`src/nbgs_pkg.sv`:
```
// ----------------------------------------------------------------------------
// nbgs_pkg: shared types and constants for the 2-D gravity step block
// Item layouts, function codes, register indexes, datapath operation codes
// and the controller/datapath command and status bundles.
// ----------------------------------------------------------------------------
package nbgs_pkg;

  // Default body capacity.
  localparam int MAX_POINTS_DEF = 256;

  // Largest weight and the merge distance after reset (1.0 in Q16.16).
  localparam logic [30:0] WMAX       = 31'h7FFF_FFFF;
  localparam logic [30:0] THR_RESET  = 31'd65536;
  // Upper bound of a unit-direction component (2.0 in Q16.16).
  localparam logic [17:0] U_MAX      = 18'h2_0000;
  // Width of the acceleration accumulators.
  localparam int          ACC_W      = 48;

  // Input function codes.
  localparam logic [1:0] FUNC_LOAD = 2'd0;
  localparam logic [1:0] FUNC_STEP = 2'd1;
  localparam logic [1:0] FUNC_READ = 2'd2;

  // Result kinds.
  localparam logic KIND_READ = 1'b0;
  localparam logic KIND_STEP = 1'b1;

  // Configuration register indexes.
  localparam logic [1:0] REG_POINT_COUNT = 2'd0;
  localparam logic [1:0] REG_SLICE_START = 2'd1;
  localparam logic [1:0] REG_SLICE_COUNT = 2'd2;
  localparam logic [1:0] REG_DIST_THR    = 2'd3;

  typedef struct packed {
    logic [1:0]         func;
    logic [7:0]         body_index;
    logic signed [31:0] in_x;
    logic signed [31:0] in_y;
    logic [30:0]        in_weight;
  } in_item_t;

  typedef struct packed {
    logic               kind;
    logic [7:0]         out_index;
    logic signed [31:0] out_x;
    logic signed [31:0] out_y;
    logic [30:0]        out_weight;
  } out_item_t;

  // Datapath operations issued by the controller.
  typedef enum logic [4:0] {
    OP_NONE,
    OP_LOAD,
    OP_RD_IN,
    OP_RD,
    OP_LAT_I,
    OP_DIFF,
    OP_SQX,
    OP_SQY,
    OP_SQRT,
    OP_DIST,
    OP_MUL,
    OP_MERGE,
    OP_DIV_Q,
    OP_LAT_Q,
    OP_DIV_A,
    OP_LAT_A,
    OP_DIV_UX,
    OP_DIV_UY,
    OP_LAT_U,
    OP_MULC,
    OP_ACC_X,
    OP_ACC_Y,
    OP_WB,
    OP_POS,
    OP_OUT_RD,
    OP_OUT_ST
  } dp_op_t;

  typedef struct packed {
    dp_op_t op;
    logic   i_lt_j;   // current body index below partner index
  } cmd_t;

  typedef struct packed {
    logic rd_w_zero;  // weight just read is zero
    logic near;       // distance below the merge threshold
    logic d_zero;     // distance is zero
    logic sqrt_done;
    logic div_done;
    logic out_free;   // result register can take a new item
  } sts_t;

  // Saturate a 49-bit two's complement value to signed 32 bits.
  function automatic logic [31:0] sat32(input logic [48:0] v);
    logic [31:0] r;
    if (v[48] && !(&v[47:31])) begin
      r = 32'h8000_0000;
    end else if (!v[48] && (|v[47:31])) begin
      r = 32'h7FFF_FFFF;
    end else begin
      r = v[31:0];
    end
    return r;
  endfunction

endpackage

```
`src/nbgs_ctrl.sv`:
```
// ----------------------------------------------------------------------------
// nbgs_ctrl: sequencer for loads, reads and iteration steps
// Walks the slice and the partner bodies and issues one datapath operation
// per cycle, waiting on the divider and square root units and on a free result register.
// ----------------------------------------------------------------------------
module nbgs_ctrl #(
  parameter int MAX_POINTS = nbgs_pkg::MAX_POINTS_DEF
) (
  input  logic                          clk,
  input  logic                          rst_n,
  input  logic                          in_valid,
  output logic                          in_ready,
  input  logic [1:0]                    in_func,
  input  logic [8:0]                    point_count,
  input  logic [7:0]                    slice_start,
  input  logic [8:0]                    slice_count,
  input  nbgs_pkg::sts_t                sts,
  output nbgs_pkg::cmd_t                cmd,
  output logic [$clog2(MAX_POINTS)-1:0] addr
);
  import nbgs_pkg::*;

  localparam int AW = $clog2(MAX_POINTS);
  localparam int CW = (AW + 1 > 10) ? AW + 1 : 10;
  localparam logic [CW-1:0] MAXC = CW'(MAX_POINTS);

  typedef enum logic [30:0] {
    S_IDLE   = 31'h0000_0001,
    S_RES_RD = 31'h0000_0002,
    S_INIT   = 31'h0000_0004,
    S_I_CHK  = 31'h0000_0008,
    S_I_LAT  = 31'h0000_0010,
    S_J_CHK  = 31'h0000_0020,
    S_J_LAT  = 31'h0000_0040,
    S_SQX    = 31'h0000_0080,
    S_SQY    = 31'h0000_0100,
    S_SQRT   = 31'h0000_0200,
    S_SQRT_W = 31'h0000_0400,
    S_TEST   = 31'h0000_0800,
    S_MUL    = 31'h0000_1000,
    S_MRG    = 31'h0000_2000,
    S_DQ     = 31'h0000_4000,
    S_DQ_W   = 31'h0000_8000,
    S_DA     = 31'h0001_0000,
    S_DA_W   = 31'h0002_0000,
    S_DUX    = 31'h0004_0000,
    S_DUX_W  = 31'h0008_0000,
    S_MX     = 31'h0010_0000,
    S_AX     = 31'h0020_0000,
    S_DUY    = 31'h0040_0000,
    S_DUY_W  = 31'h0080_0000,
    S_MY     = 31'h0100_0000,
    S_AY     = 31'h0200_0000,
    S_WB     = 31'h0400_0000,
    S_P_CHK  = 31'h0800_0000,
    S_P_LAT  = 31'h1000_0000,
    S_P_WR   = 31'h2000_0000,
    S_RES_ST = 31'h4000_0000
  } state_t;

  state_t        state_r, state_nxt;
  logic [CW-1:0] i_r, i_nxt, j_r, j_nxt, end_r, end_nxt, n_r, n_nxt;
  logic [CW-1:0] sum_end;

  assign sum_end  = CW'(slice_start) + CW'(slice_count);
  assign addr     = (state_r == S_J_CHK || state_r == S_MRG) ? j_r[AW-1:0] : i_r[AW-1:0];
  assign in_ready = (state_r == S_IDLE);

  // Next state and the operation issued in this cycle.
  always_comb begin
    state_nxt  = state_r;
    i_nxt      = i_r;
    j_nxt      = j_r;
    end_nxt    = end_r;
    n_nxt      = n_r;
    cmd.op     = OP_NONE;
    cmd.i_lt_j = (i_r < j_r);
    case (state_r)
      S_IDLE: begin
        if (in_valid) begin
          case (in_func)
            FUNC_LOAD: cmd.op = OP_LOAD;
            FUNC_READ: begin
              cmd.op    = OP_RD_IN;
              state_nxt = S_RES_RD;
            end
            FUNC_STEP: state_nxt = S_INIT;
            default: ;
          endcase
        end
      end
      S_RES_RD: begin
        if (sts.out_free) begin
          cmd.op    = OP_OUT_RD;
          state_nxt = S_IDLE;
        end
      end
      S_INIT: begin
        i_nxt     = CW'(slice_start);
        end_nxt   = (sum_end > MAXC) ? MAXC : sum_end;
        n_nxt     = (CW'(point_count) > MAXC) ? MAXC : CW'(point_count);
        state_nxt = S_I_CHK;
      end
      S_I_CHK: begin
        if (i_r >= end_r) begin
          i_nxt     = CW'(slice_start);
          state_nxt = S_P_CHK;
        end else begin
          cmd.op    = OP_RD;
          state_nxt = S_I_LAT;
        end
      end
      S_I_LAT: begin
        cmd.op = OP_LAT_I;
        if (sts.rd_w_zero) begin
          i_nxt     = i_r + 1'b1;
          state_nxt = S_I_CHK;
        end else begin
          j_nxt     = '0;
          state_nxt = S_J_CHK;
        end
      end
      S_J_CHK: begin
        if (j_r >= n_r) begin
          state_nxt = S_WB;
        end else if (j_r == i_r) begin
          j_nxt = j_r + 1'b1;
        end else begin
          cmd.op    = OP_RD;
          state_nxt = S_J_LAT;
        end
      end
      S_J_LAT: begin
        cmd.op = OP_DIFF;
        if (sts.rd_w_zero) begin
          j_nxt     = j_r + 1'b1;
          state_nxt = S_J_CHK;
        end else begin
          state_nxt = S_SQX;
        end
      end
      S_SQX: begin
        cmd.op    = OP_SQX;
        state_nxt = S_SQY;
      end
      S_SQY: begin
        cmd.op    = OP_SQY;
        state_nxt = S_SQRT;
      end
      S_SQRT: begin
        cmd.op    = OP_SQRT;
        state_nxt = S_SQRT_W;
      end
      S_SQRT_W: begin
        if (sts.sqrt_done) begin
          cmd.op    = OP_DIST;
          state_nxt = S_TEST;
        end
      end
      S_TEST: begin
        if (sts.near) begin
          state_nxt = S_MUL;
        end else if (sts.d_zero) begin
          j_nxt     = j_r + 1'b1;
          state_nxt = S_J_CHK;
        end else begin
          state_nxt = S_DQ;
        end
      end
      S_MUL: begin
        cmd.op    = OP_MUL;
        state_nxt = S_MRG;
      end
      S_MRG: begin
        cmd.op    = OP_MERGE;
        j_nxt     = j_r + 1'b1;
        state_nxt = S_J_CHK;
      end
      S_DQ: begin
        cmd.op    = OP_DIV_Q;
        state_nxt = S_DQ_W;
      end
      S_DQ_W: begin
        if (sts.div_done) begin
          cmd.op    = OP_LAT_Q;
          state_nxt = S_DA;
        end
      end
      S_DA: begin
        cmd.op    = OP_DIV_A;
        state_nxt = S_DA_W;
      end
      S_DA_W: begin
        if (sts.div_done) begin
          cmd.op    = OP_LAT_A;
          state_nxt = S_DUX;
        end
      end
      S_DUX: begin
        cmd.op    = OP_DIV_UX;
        state_nxt = S_DUX_W;
      end
      S_DUX_W: begin
        if (sts.div_done) begin
          cmd.op    = OP_LAT_U;
          state_nxt = S_MX;
        end
      end
      S_MX: begin
        cmd.op    = OP_MULC;
        state_nxt = S_AX;
      end
      S_AX: begin
        cmd.op    = OP_ACC_X;
        state_nxt = S_DUY;
      end
      S_DUY: begin
        cmd.op    = OP_DIV_UY;
        state_nxt = S_DUY_W;
      end
      S_DUY_W: begin
        if (sts.div_done) begin
          cmd.op    = OP_LAT_U;
          state_nxt = S_MY;
        end
      end
      S_MY: begin
        cmd.op    = OP_MULC;
        state_nxt = S_AY;
      end
      S_AY: begin
        cmd.op    = OP_ACC_Y;
        j_nxt     = j_r + 1'b1;
        state_nxt = S_J_CHK;
      end
      S_WB: begin
        cmd.op    = OP_WB;
        i_nxt     = i_r + 1'b1;
        state_nxt = S_I_CHK;
      end
      S_P_CHK: begin
        if (i_r >= end_r) begin
          state_nxt = S_RES_ST;
        end else begin
          cmd.op    = OP_RD;
          state_nxt = S_P_LAT;
        end
      end
      S_P_LAT: begin
        cmd.op = OP_LAT_I;
        if (sts.rd_w_zero) begin
          i_nxt     = i_r + 1'b1;
          state_nxt = S_P_CHK;
        end else begin
          state_nxt = S_P_WR;
        end
      end
      S_P_WR: begin
        cmd.op    = OP_POS;
        i_nxt     = i_r + 1'b1;
        state_nxt = S_P_CHK;
      end
      S_RES_ST: begin
        if (sts.out_free) begin
          cmd.op    = OP_OUT_ST;
          state_nxt = S_IDLE;
        end
      end
      default: state_nxt = S_IDLE;
    endcase
  end

  always_ff @(posedge clk) begin
    if (!rst_n) begin
      state_r <= S_IDLE;
      i_r     <= '0;
      j_r     <= '0;
      end_r   <= '0;
      n_r     <= '0;
    end else begin
      state_r <= state_nxt;
      i_r     <= i_nxt;
      j_r     <= j_nxt;
      end_r   <= end_nxt;
      n_r     <= n_nxt;
    end
  end

endmodule

```
`config.mk`:
```
export PLATFORM = sky130hd
export DESIGN_NAME = nbgs_ctrl
export DESIGN_NICKNAME = d
export VERILOG_FILES = /design/src/nbgs_pkg.sv /design/src/nbgs_ctrl.sv
export SDC_FILE = /design/constraint.sdc
export NUM_CORES = 1
export LEC_CHECK = 0
export BUFFER_PORTS_ARGS = -buffer_cell sky130_fd_sc_hd__buf_4
export CAP_MARGIN = 25
export CELL_PAD_IN_SITES_DETAIL_PLACEMENT = 1
export CELL_PAD_IN_SITES_GLOBAL_PLACEMENT = 1
export CORE_ASPECT_RATIO = 1.25
export CORE_MARGIN = 10
export CORE_UTILIZATION = 48
export DETAILED_ROUTE_END_ITERATION = 12
export GPL_ROUTABILITY_DRIVEN = 1
export GPL_TIMING_DRIVEN = 0
export PLACE_DENSITY = 0.9
export SYNTH_ARGS = -nofsm -noshare
export SYNTH_HDL_FRONTEND = slang
export SYNTH_SLANG_ARGS = --single-unit
```
`constraint.sdc`:
```
create_clock -name clk -period 8.5 [get_ports clk]
set_input_delay 1.275 -clock clk [delete_from_list [all_inputs] [get_ports clk]]
set_output_delay 1.275 -clock clk [all_outputs]
set_load 0.01 [all_outputs]
```
; Word level (Yosys, flattened, before mapping)
; Cells that the tools add are included.
[classes]
add_sub_neg = 3
magnitude_cmp = 5
n_eq_ne = 51
mux = 43
n_reduce_logical = 15
[ops]
columns = operator, n
row1 = $pmux W31 S28, 1
row2 = $mux W31, 10
row3 = $pmux W5 S25, 1
row4 = $mux W10, 9
row5 = $pmux W31 S2, 1
row6 = $pmux W10 S5, 1
row7 = $pmux W10 S4, 1
row8 = $eq A31 B1 Y1 const B, 1
row9 = $eq A31 B10 Y1 const B, 1
row10 = $eq A31 B11 Y1 const B, 1
row11 = $eq A31 B12 Y1 const B, 1
row12 = $eq A31 B13 Y1 const B, 1
row13 = $eq A31 B14 Y1 const B, 1
row14 = $eq A31 B15 Y1 const B, 1
row15 = $eq A31 B16 Y1 const B, 1
row16 = $eq A31 B17 Y1 const B, 1
row17 = $eq A31 B18 Y1 const B, 1
row18 = $eq A31 B19 Y1 const B, 1
row19 = $eq A31 B2 Y1 const B, 1
row20 = $eq A31 B20 Y1 const B, 1
row21 = $eq A31 B21 Y1 const B, 1
row22 = $eq A31 B22 Y1 const B, 1
row23 = $eq A31 B23 Y1 const B, 1
row24 = $eq A31 B24 Y1 const B, 1
row25 = 45 further kinds, 76
[totals]
regBits = 71
inputBits = 37
out_inout_bits = 15
wordCells = 122

; Logic depth before layout (Yosys ltp)
[logic_depth]
word_depth = 4
ltp_mapped = 11
ltp_nobuf = 10

; Least setup slack after synthesis
; Ideal clock, no wire load.
[synth_path]
path_kind = register -> output
from = register state_r[9]
to = output port cmd[1] (netlist name)
arrival_time_ps = 2396
required_ps = 7225
slack_ps = 4829
path_stages_with_launch = 9
path_buffers = 1
cell_sequence = dfxtp_1 buf_6 nor4_4 nand4_4 or4b_1 nor2_1 nor4bb_1 nor3_1 nand4_1
[synth_rtl]
columns = element, line_no
row1 = from (decl), nbgs_ctrl.sv:61  ; state_t state_r, state_nxt;
row2 = from (signal assigned), nbgs_ctrl.sv:281  ; state_r <= state_nxt;
row3 = to (decl), nbgs_ctrl.sv:18  ; output nbgs_pkg::cmd_t cmd,

==> flow_metrics.env <==
export IMPL_drt_initial_drc_count=352
export IMPL_sequential_cell_area_sq_um=1400
export IMPL_wire_length_of_the_first_global_routing_pass_um=30200
export IMPL_sum_of_negative_setup_slack_ns=0
export IMPL_synthesis_area_per_instance_sq_um=7.98
export IMPL_rsz_0062_raised_after_global_routing="false"
export IMPL_place_detailed_hpwl_um=14400
export IMPL_synth_seq_area_share=0.273
export IMPL_wirelength_um=18800
export IMPL_tritoncts="done"
export IMPL_critPathMaxFanout=10
export IMPL_synth_warning_count=0
export IMPL_fillCellCount=1325
export IMPL_via_count=5405
export IMPL_cp_capture_type="output port"
export IMPL_grt_start_max_net_pins=13
export IMPL_max_cap_viol_count=0
export IMPL_syn_num_nets=720
export IMPL_routed_length_per_placed_instance_um=22.4
export IMPL_clock_skew_final_ns=0.00677
export IMPL_worst_ep_arrival_time_ns=3.51
export IMPL_max_stage_delay_ns=0.81
export IMPL_multi_input_area_sq_um=3420
export IMPL_insertion_delay_ns=0.34
export IMPL_timing_reg2reg_worst_path_depth=9
export IMPL_post_route_cells_drive_above_1_share=0.140
export IMPL_effective_utilization_at_floorplan=0.488
export IMPL_vias_in_the_first_global_route=5771
export IMPL_worst_setup_hold_path_clk_slew_ns=0.06
export IMPL_cts_sinks=70
export IMPL_totalPowerFinal_mw=0.845
export IMPL_cellPowerDensity_nw_per_um2=141
export IMPL_grt_antenna_before_repair=0
export IMPL_synthesis_area_sq_um=5130
export IMPL_synth_ff_latch_count=70
export IMPL_die_area_sq_um=15300
export IMPL_antenna_cells_inserted=0
export IMPL_number_of_nets_with_antenna_violations_after_detailed_routing=0
export IMPL_final_period_minus_worst_setup_slack_ns=4.79
export IMPL_gp_congestion=0.962
export IMPL_irDropWorstVdd_mv=0.106
export IMPL_residual_drc_count=0
export IMPL_synth_ff_type="sky130_fd_sc_hd__dfxtp_1"
export IMPL_hold_depth=2
export IMPL_grt_usage=0.244
export IMPL_yosysUniqueCellTypes=70
export IMPL_postCtsResizedCells=0
export IMPL_power_leakage_nw=2.35
export IMPL_area_growth_synth_to_final_pct=16.3
export IMPL_floorplan_core_area_sq_um=10500
export IMPL_die_width_um=113
export IMPL_place_port_buffers=48
export IMPL_synth_edff_count=0
export IMPL_crit_path_start_kind="flop"
export IMPL_htree_num_levels=3
export IMPL_timing_final_setup_violations=0
export IMPL_crit_path_cell_trace="nor3_2 > nand4_1 > nor4_1 > a21o_1 > o21bai_1 > a221oi_1 > nand4_1 > buf_4"
export IMPL_cts_path_max_buffers=2
export IMPL_status="finished clean"
export IMPL_fin_crit_sh=0.563
export IMPL_timing_hold_worst_class="reg -> reg"
export IMPL_cts_hold_repair_buffers=0
export IMPL_critical_path_class="reg -> out"
export IMPL_timing_slew_headroom=0.317
export IMPL_worstMarginPinSlew_ns=1.02
export IMPL_fp_row_count=42
export IMPL_final_hold_violation_count=0
export IMPL_layout_nets=779
export IMPL_worstPathRequired_ns=7.22
export IMPL_router_iterations_before_antenna_repair=5
export IMPL_cpMaxStageDelayCell="sky130_fd_sc_hd__nor4_1"
export IMPL_cts_made_buffers=9
export IMPL_cell_with_the_most_instances_on_the_worst_path="sky130_fd_sc_hd__nand4_1"
export IMPL_fmax_ghz=0.209
export IMPL_post_cts_setup_buffers=0
export IMPL_route_detailed_vias_per_inst=6.44
export IMPL_final_max_slew_violation_count=0
export IMPL_cts_root_buffer_cell="sky130_fd_sc_hd__clkbuf_16"
export IMPL_grt_ovfl_total=0
export IMPL_ys_async_sr_fraction=0
export IMPL_floorplan_die_height_um=136
export IMPL_num_io_pins=52
export IMPL_synthCells=643
worst max-delay path: cells and delay by family, from the launching register on:
| family | cells | cell delay, ns |
|---|---|---|
| buffers and inverters | 1 | 0.13 |
| DFF | 1 | 0.34 |
| AOI/OAI and AO/OA | 3 | 0.61 |
| and+or+nand+nor | 4 | 2.08 |
worst paths after layout:
| path | start | end | slack, ns |
|---|---|---|---|
| hold reg to reg | end_r[9] | end_r[9] | 0.47 |
| hold / removal | end_r[9] | end_r[9] | 0.47 |
| setup / recovery | state_r[28] | cmd[1] | 3.71 |
| setup reg to reg | state_r[19] | i_r[4] | 4.97 |
placed cells by master, fill, tap and decap left out, drive strengths merged, types with 7 or more instances in the layout:
| cell type | Yosys | routed |
|---|---|---|
| clkbuf | 19 | 30 |
| dfxtp | 70 | 70 |
| xnor2 | 8 | 8 |
| a211oi | 8 | 8 |
| and3 | 7 | 7 |
| a2111o | 7 | 7 |
| nor3 | 24 | 24 |
| or3 | 15 | 15 |
| nand2b | 8 | 8 |
| nor2 | 67 | 67 |
| nand3 | 18 | 18 |
| a22o | 8 | 8 |
| buf | 9 | 57 |
| nand3b | 9 | 9 |
| nor4 | 23 | 23 |
| and4 | 7 | 7 |
| ha | 39 | 39 |
| nor2b | 12 | 12 |
| or4 | 7 | 7 |
| nand4 | 25 | 25 |
| o21ai | 24 | 24 |
| a21o | 9 | 9 |
| a21oi | 42 | 42 |
| nand2 | 48 | 48 |
| nor3b | 8 | 8 |
| inv | 44 | 44 |
cell usage after synthesis (9+ instances only):
library cell	count	area [sq um]
sky130_fd_sc_hd__nor4_1	17	106
sky130_fd_sc_hd__nor2b_1	12	75.1
sky130_fd_sc_hd__inv_1	44	165
sky130_fd_sc_hd__dfxtp_1	70	1400
sky130_fd_sc_hd__clkbuf_1	18	67.6
sky130_fd_sc_hd__or3_1	14	87.6
sky130_fd_sc_hd__nor3_1	22	110
sky130_fd_sc_hd__nand2_1	48	180
sky130_fd_sc_hd__nand4_1	23	144
sky130_fd_sc_hd__nand3b_1	9	67.6
sky130_fd_sc_hd__a21oi_1	41	205
sky130_fd_sc_hd__ha_1	39	488
sky130_fd_sc_hd__nand3_1	18	90.1
sky130_fd_sc_hd__o21ai_0	23	115
sky130_fd_sc_hd__a21o_1	9	67.6
sky130_fd_sc_hd__nor2_1	67	251
sequential cells by signal, indices dropped and copies added, names as in the netlist:
| register | flops |
|---|---|
| j_r | 10 |
| n_r | 9 |
| i_r | 10 |
| end_r | 10 |
| state_r | 31 |
layer usage:
metal  routed length [um]  GRT usage  vias up
met5                    0          0        -
met3                  810     0.0403       68
met4                 1000      0.144        0
li1                     -          -     2504
met1                 7150      0.255     2652
met2                 9830      0.446      181
power by group:
| group | total, mW | internal, mW | switching, mW |
|---|---|---|---|
| clock network | 0.397 | 0.243 | 0.154 |
| registers | 0.332 | 0.330 | 0.00188 |
| logic | 0.116 | 0.0462 | 0.0695 |
cell families after synthesis:
group / synth area share
muxes: 0.0132
buffers and inverters: 0.0600
AOI/OAI and AO/OA: 0.194
adders and majority gates: 0.0990
and+or+nand+nor: 0.337
xor gates and xnor gates: 0.0239
DFF: 0.273
cell type report:
type,instances,area share
inverters,44,0.0277
well taps,132,0.0277
multi-input cells,501,0.574
clock inverters,5,0.00964
clock buffers,11,0.0423
repair buffers,48,0.0604
plain buffers,28,0.0239
flip-flops and latches,70,0.235
through the flow:
stage | instance area (sq um) | utilization | hold slack, ns | cells | worst slack [ns]
3_3_place_gp | 5660 | 0.538 | 0.443 | 823 | 4.13
3_5_place_dp | 5660 | 0.538 | 0.462 | 823 | 4.12
6_report | 5970 | 0.568 | 0.467 | 839 | 3.71
2_1_floorplan | 5130 | - | 0.428 | 643 | 4.83
4_1_cts | 5970 | 0.568 | 0.467 | 839 | 3.75
5_1_grt | 5970 | 0.568 | 0.483 | 839 | 3.57
Note: power is estimated with default switching activity, not from simulation.
